### src/sv/sinusoidal_iteration_colorizer_unit_defines.svh
// Assertion macros shared by the colorizer RTL.
`ifndef SINUSOIDAL_ITERATION_COLORIZER_UNIT_DEFINES_SVH
`define SINUSOIDAL_ITERATION_COLORIZER_UNIT_DEFINES_SVH

// Check that an antecedent is always followed by a consequent sequence.
`define SICU_ASSERT_IMPL(lbl, ante, cons) \
    lbl: assert property (@(posedge clk) disable iff (!rst_n) (ante) |-> cons) \
        else $error("colorizer assertion failed");

// Check that a condition never occurs.
`define SICU_ASSERT_NEVER(lbl, expr) \
    lbl: assert property (@(posedge clk) disable iff (!rst_n) !(expr)) \
        else $error("colorizer assertion failed");

`endif

### src/sv/sicu_pkg.sv
// Package: constants, types and the sine sample function of the colorizer.
package sicu_pkg;

    localparam int SINE_TABLE_BITS_DEF = 10;
    localparam logic [15:0] LIMIT_RESET = 16'd100;
    localparam int COUNT_W = 32;
    localparam int LIMIT_W = 16;
    localparam int T_W     = 16;
    localparam int RAD_W   = 21;
    localparam int TURN_W  = 32;
    localparam int MAG_W   = 17;
    localparam int LAT_DIV = 17;
    localparam int TAIL_STAGES = 7;

    localparam logic [29:0] RAD_TO_TURN = 30'd683565276;
    localparam logic [RAD_W-1:0] OFS_GREEN = 21'd137232;
    localparam logic [RAD_W-1:0] OFS_BLUE  = 21'd274465;
    localparam logic [TURN_W-1:0] QUARTER_TURN = 32'h4000_0000;
    localparam logic [7:0] ALPHA = 8'hFF;
    localparam logic [31:0] BLACK = 32'h0000_00FF;

    typedef struct packed {
        logic valid;
        logic black;
    } sicu_ctl_t;

    // Rounded Q16 sine magnitude at quarter-wave position pos of 2**qb.
    function automatic logic [MAG_W-1:0] sine_mag(input int qb, input int pos);
        longint unsigned x;
        longint unsigned x2;
        longint unsigned p;
        longint unsigned m;
        longint unsigned s;
        x  = longint'(pos) << (30 - qb);
        x2 = (x * x) >> 30;
        p  = 64'd172272;
        p  = 64'd5026995    - ((p * x2) >> 30);
        p  = 64'd85569306   - ((p * x2) >> 30);
        p  = 64'd693598668  - ((p * x2) >> 30);
        p  = 64'd1686629713 - ((p * x2) >> 30);
        m  = (p * x) >> 30;
        s  = (m + 64'd8192) >> 14;
        if (s > 64'd65536)
        begin
            s = 64'd65536;
        end
        return s[MAG_W-1:0];
    endfunction

endpackage

### src/sv/sicu_div.sv
// Pipelined restoring divider: one quotient bit per stage.
module sicu_div
    import sicu_pkg::*;
(
    input  logic               clk,
    input  logic               rst_n,
    input  logic               in_valid,
    input  logic [COUNT_W-1:0] count,
    input  logic [LIMIT_W-1:0] limit,
    output sicu_ctl_t          ctl_out,
    output logic [T_W-1:0]     quot
);

    localparam int NS = T_W + 1;

    sicu_ctl_t          ctl_reg  [NS];
    logic [LIMIT_W-1:0] rem_reg  [NS];
    logic [T_W-1:0]     low_reg  [NS];
    logic [T_W-1:0]     quot_reg [NS];

    // Entry stage: black test at full width, seed the remainder.
    always_ff @(posedge clk or negedge rst_n)
    begin
        if (!rst_n)
        begin
            ctl_reg[0] <= '0;
        end
        else
        begin
            ctl_reg[0].valid <= in_valid;
            ctl_reg[0].black <= (count[COUNT_W-1:T_W] >= limit);
        end
    end

    always_ff @(posedge clk)
    begin
        rem_reg[0]  <= count[COUNT_W-1:T_W];
        low_reg[0]  <= count[T_W-1:0];
        quot_reg[0] <= '0;
    end

    for (genvar k = 0; k < T_W; k++)
    begin : g_stage
        logic [LIMIT_W:0]   trial;
        logic               ge;
        logic [LIMIT_W:0]   diff;
        logic [LIMIT_W-1:0] rem_next;

        always_comb
        begin
            trial    = {rem_reg[k], low_reg[k][T_W-1]};
            ge       = (trial >= {1'b0, limit});
            diff     = trial - {1'b0, limit};
            rem_next = ge ? diff[LIMIT_W-1:0] : trial[LIMIT_W-1:0];
        end

        always_ff @(posedge clk or negedge rst_n)
        begin
            if (!rst_n)
            begin
                ctl_reg[k+1] <= '0;
            end
            else
            begin
                ctl_reg[k+1] <= ctl_reg[k];
            end
        end

        always_ff @(posedge clk)
        begin
            rem_reg[k+1]  <= rem_next;
            low_reg[k+1]  <= {low_reg[k][T_W-2:0], 1'b0};
            quot_reg[k+1] <= {quot_reg[k][T_W-2:0], ge};
        end
    end

    assign ctl_out = ctl_reg[NS-1];
    assign quot    = quot_reg[NS-1];

endmodule

### config.mk
export PLATFORM = sky130hd
export DESIGN_NAME = sicu_div
export DESIGN_NICKNAME = d
export VERILOG_FILES = /design/src/sv/sinusoidal_iteration_colorizer_unit_defines.svh /design/src/sv/sicu_pkg.sv /design/src/sv/sicu_div.sv
export SDC_FILE = /design/constraint.sdc
export NUM_CORES = 1
export LEC_CHECK = 0
export BUFFER_PORTS_ARGS = -buffer_cell sky130_fd_sc_hd__buf_2
export CAP_MARGIN = 40
export CORE_MARGIN = 5
export CORE_UTILIZATION = 54
export CTS_CLUSTER_SIZE = 30
export DETAILED_ROUTE_END_ITERATION = 16
export PLACE_DENSITY = 0.71
export REMOVE_ABC_BUFFERS = 1
export SKIP_CTS_REPAIR_TIMING = 1
export SLEW_MARGIN = 10
export SYNTH_ARGS = -nofsm -noshare
export SYNTH_HDL_FRONTEND = slang
export SYNTH_SLANG_ARGS = --single-unit
export TNS_END_PERCENT = 20
### constraint.sdc
create_clock -name clk -period 8.4 [get_ports clk]
set_input_delay 0 -clock clk [delete_from_list [all_inputs] [get_ports clk]]
set_output_delay 0 -clock clk [all_outputs]
set_load 0.005 [all_outputs]
==> impl_results.md <==
- Post-synth EDFFs: 0
- Clock Path Buffers: 3
- Average size of a mapped cell: 10.4 um2
- #FFs+latches synth: 562
- Hold_ws: -22.2 ps
- Async SR Flop Fraction: 0.0605
- GR peak layer: met2
- Failing checks: negative hold slack
- Synth cell count leaders: 528 x dfxtp_1, 272 x ha_1, 162 x mux2_2
- Hold Path Class: in2async
- Setup_tns: 0 ps
- Max Freq: 0.278 GHz
- Met2 Use GR: 0.353
- Post-route cell area: 29600 um2
- Area of the multi-input gates: 14100 um2
- Worst-path fanout max: 17
- Met1 global-route usage: 0.274
- Final min period: 3590 ps
- Antenna diodes: 0
- TritonCTS Buffers: 56
- Synthesized cell area: 26000 um2
- Synth top area cells: dfxtp_1 41%, ha_1 13%, mux2_2 7.0%, xnor2_1 3.6%, dfrtp_1 3.3%
- Leading area contributor after synthesis: dfxtp_1
- Routed vias/inst: 5.67
- Layout area overhead: 13.6%
- Cell variety after synth: 78
- Initial antenna violation count: 0
- Core area: 47700 um2
- Final core occ: 0.619
- H-tree depth: 2
- # setup viols final: 0
- Port Buffers: 68
- ANT nets after route: 0
- CTS sink count: 562
- Worst r2r dst: rem_reg[0][87]
- Clock Skews: 20.0 ps
- Pins Over Slew Limit: 0
- Initial cell density of the core: 0.545
- # IOs: 69
- Routed WL per cell: 17.5 um
- Final nets: 2988
- Post-synth top flop: dfxtp_1
- First-pass GRT wire length: 92.8 mm
- DP Area: 27200 um2
- Clock-pin slew of the registers on the worst-case setup and hold paths: 60 ps
- Die Area: 52700 um2
- Total GRT Usage: 0.212
- Synth top area share: 0.406
- WP data arrival: 4090 ps
- M3 GR Usage: 0.0346
- Max FFs per register: 256
- Tightest Pin Transition: 903 ps
- Most common cell in the netlist: dfxtp_1
- Pleak: 13.1 nW
- Synthesized instance count: 2508
- Die X: 230 um
- Power consumption: 12.9 mW
- YS warnings: 0
- Setup CP Type: in2reg
- Worst Path Required: 8900 ps
- Unrepaired setup endpoints after global routing: no
- Sequential cell area: 11400 um2
- Fin crit share: 0.428
- Worst reg2reg setup slack: 5100 ps
- Largest net degree at the start of global routing: 35
- Initial DRT Pass Iterations: 5
- Total Wirelength: 58.1 mm
- Initial DRC count: 1014
- Status: finished with violations
- Clk Latency, worst-skew pair: 620 ps
- Layout cells sized above 1: 0.143
- Root Buffer: clkbuf_16
- Power per cell area: 437 nW/um2
- Critical Path Start Type: primary input
- Seq/Total Area, Yosys: 0.439
- DR vias: 18800
- Final hold viol count: 34
- Grt ovf: 0
- DR DRC count: 0
- Max cap viols: 0
- Final HPWL from detailed placement: 40.5 mm
- Endpoint type of the worst setup path: flop
- # rows: 80
- Vias in the first global route: 18500
- TritonCTS clock tree: built
- Reg2reg start: rem_reg[0][69]
- Depth of the most critical reg-to-reg path: 10
- Fill cells: 3909
- Die Height: 230 um
- Worst slew margin: 0.396
- Placer's final routability congestion estimate: 0.907
- Max VDD drop: 0.226 mV
[stage by stage]
step                      instances  setup WS (ps)
after floorplan                2468           2780
after global placement         3169           3830
after detailed placement       3173           4160
after CTS                      3278           4800
after global routing           3312           4550
final                          3312           4810
[placed cells by master, fill, tap and decap left out, types with 68 or more instances in the layout]
| master | instances |
|---|---|
| a21oi_1 | 136 |
| buf_2 | 68 |
| dfxtp_1 | 528 |
| ha_1 | 272 |
| inv_1 | 106 |
| mux2_2 | 162 |
| nand2_1 | 124 |
| nor2_1 | 158 |
| o21ai_0 | 119 |
| xnor2_1 | 106 |
[routing by layer]
metal	wire, um	share of wire
met1	26000	0.45
met2	26900	0.46
met3	2750	0.047
met4	2460	0.042
met5	0	0
[kinds of logic after synthesis]
| group | Yosys count | synth area share |
|---|---|---|
| AO/OA/AOI/OAI | 566 | 0.144 |
| multiplexers | 207 | 0.0885 |
| flip-flops | 562 | 0.439 |
| adder cells (fa/ha/maj) | 287 | 0.142 |
| buffers and inverters | 147 | 0.0224 |
| AND/OR/NAND/NOR | 583 | 0.111 |
| XOR/XNOR | 156 | 0.0525 |
[power by group]
group / total (mW) / switching (mW) / leakage, nW / internal [mW]
clock: 2.67 / 1.08 / 0.981 / 1.59
combinational: 6.11 / 3.08 / 7.25 / 3.03
sequential: 4.14 / 0.475 / 4.86 / 3.67
total: 12.9 / 4.63 / 13.1 / 8.29
[worst max-delay path by stage]
stage / start / to / cells after the start
2_1_floorplan: limit[5] / rem_reg[0][127] / 10
3_3_place_gp: limit[1] / rem_reg[0][87] / 11
3_5_place_dp: limit[1] / rem_reg[0][164] / 12
4_1_cts: limit[1] / rem_reg[0][164] / 12
5_1_grt: limit[1] / rem_reg[0][175] / 12
6_report: limit[1] / rem_reg[0][164] / 12
[worst max-delay path: stages]
cell and delay, ps:
buf_2 550, inv_1 410, buf_16 270, ha_1 340, nor2b_1 160, o31a_1 270
o31a_1 270, o31ai_1 410, o21ai_0 210, o21ai_0 210, nand2_1 480, mux2_2 470
[final cells by class]
type | count | area share
Timing Repair Buffer | 124 | 0.0303
Clock inverter | 33 | 0.0150
Clock buffer | 72 | 0.0535
Multi-Input combinational cell | 1799 | 0.475
Tap cell | 615 | 0.0260
Sequential cell | 562 | 0.386
Inverter | 107 | 0.0136
No activity file was read; power rests on OpenSTA's default activity.
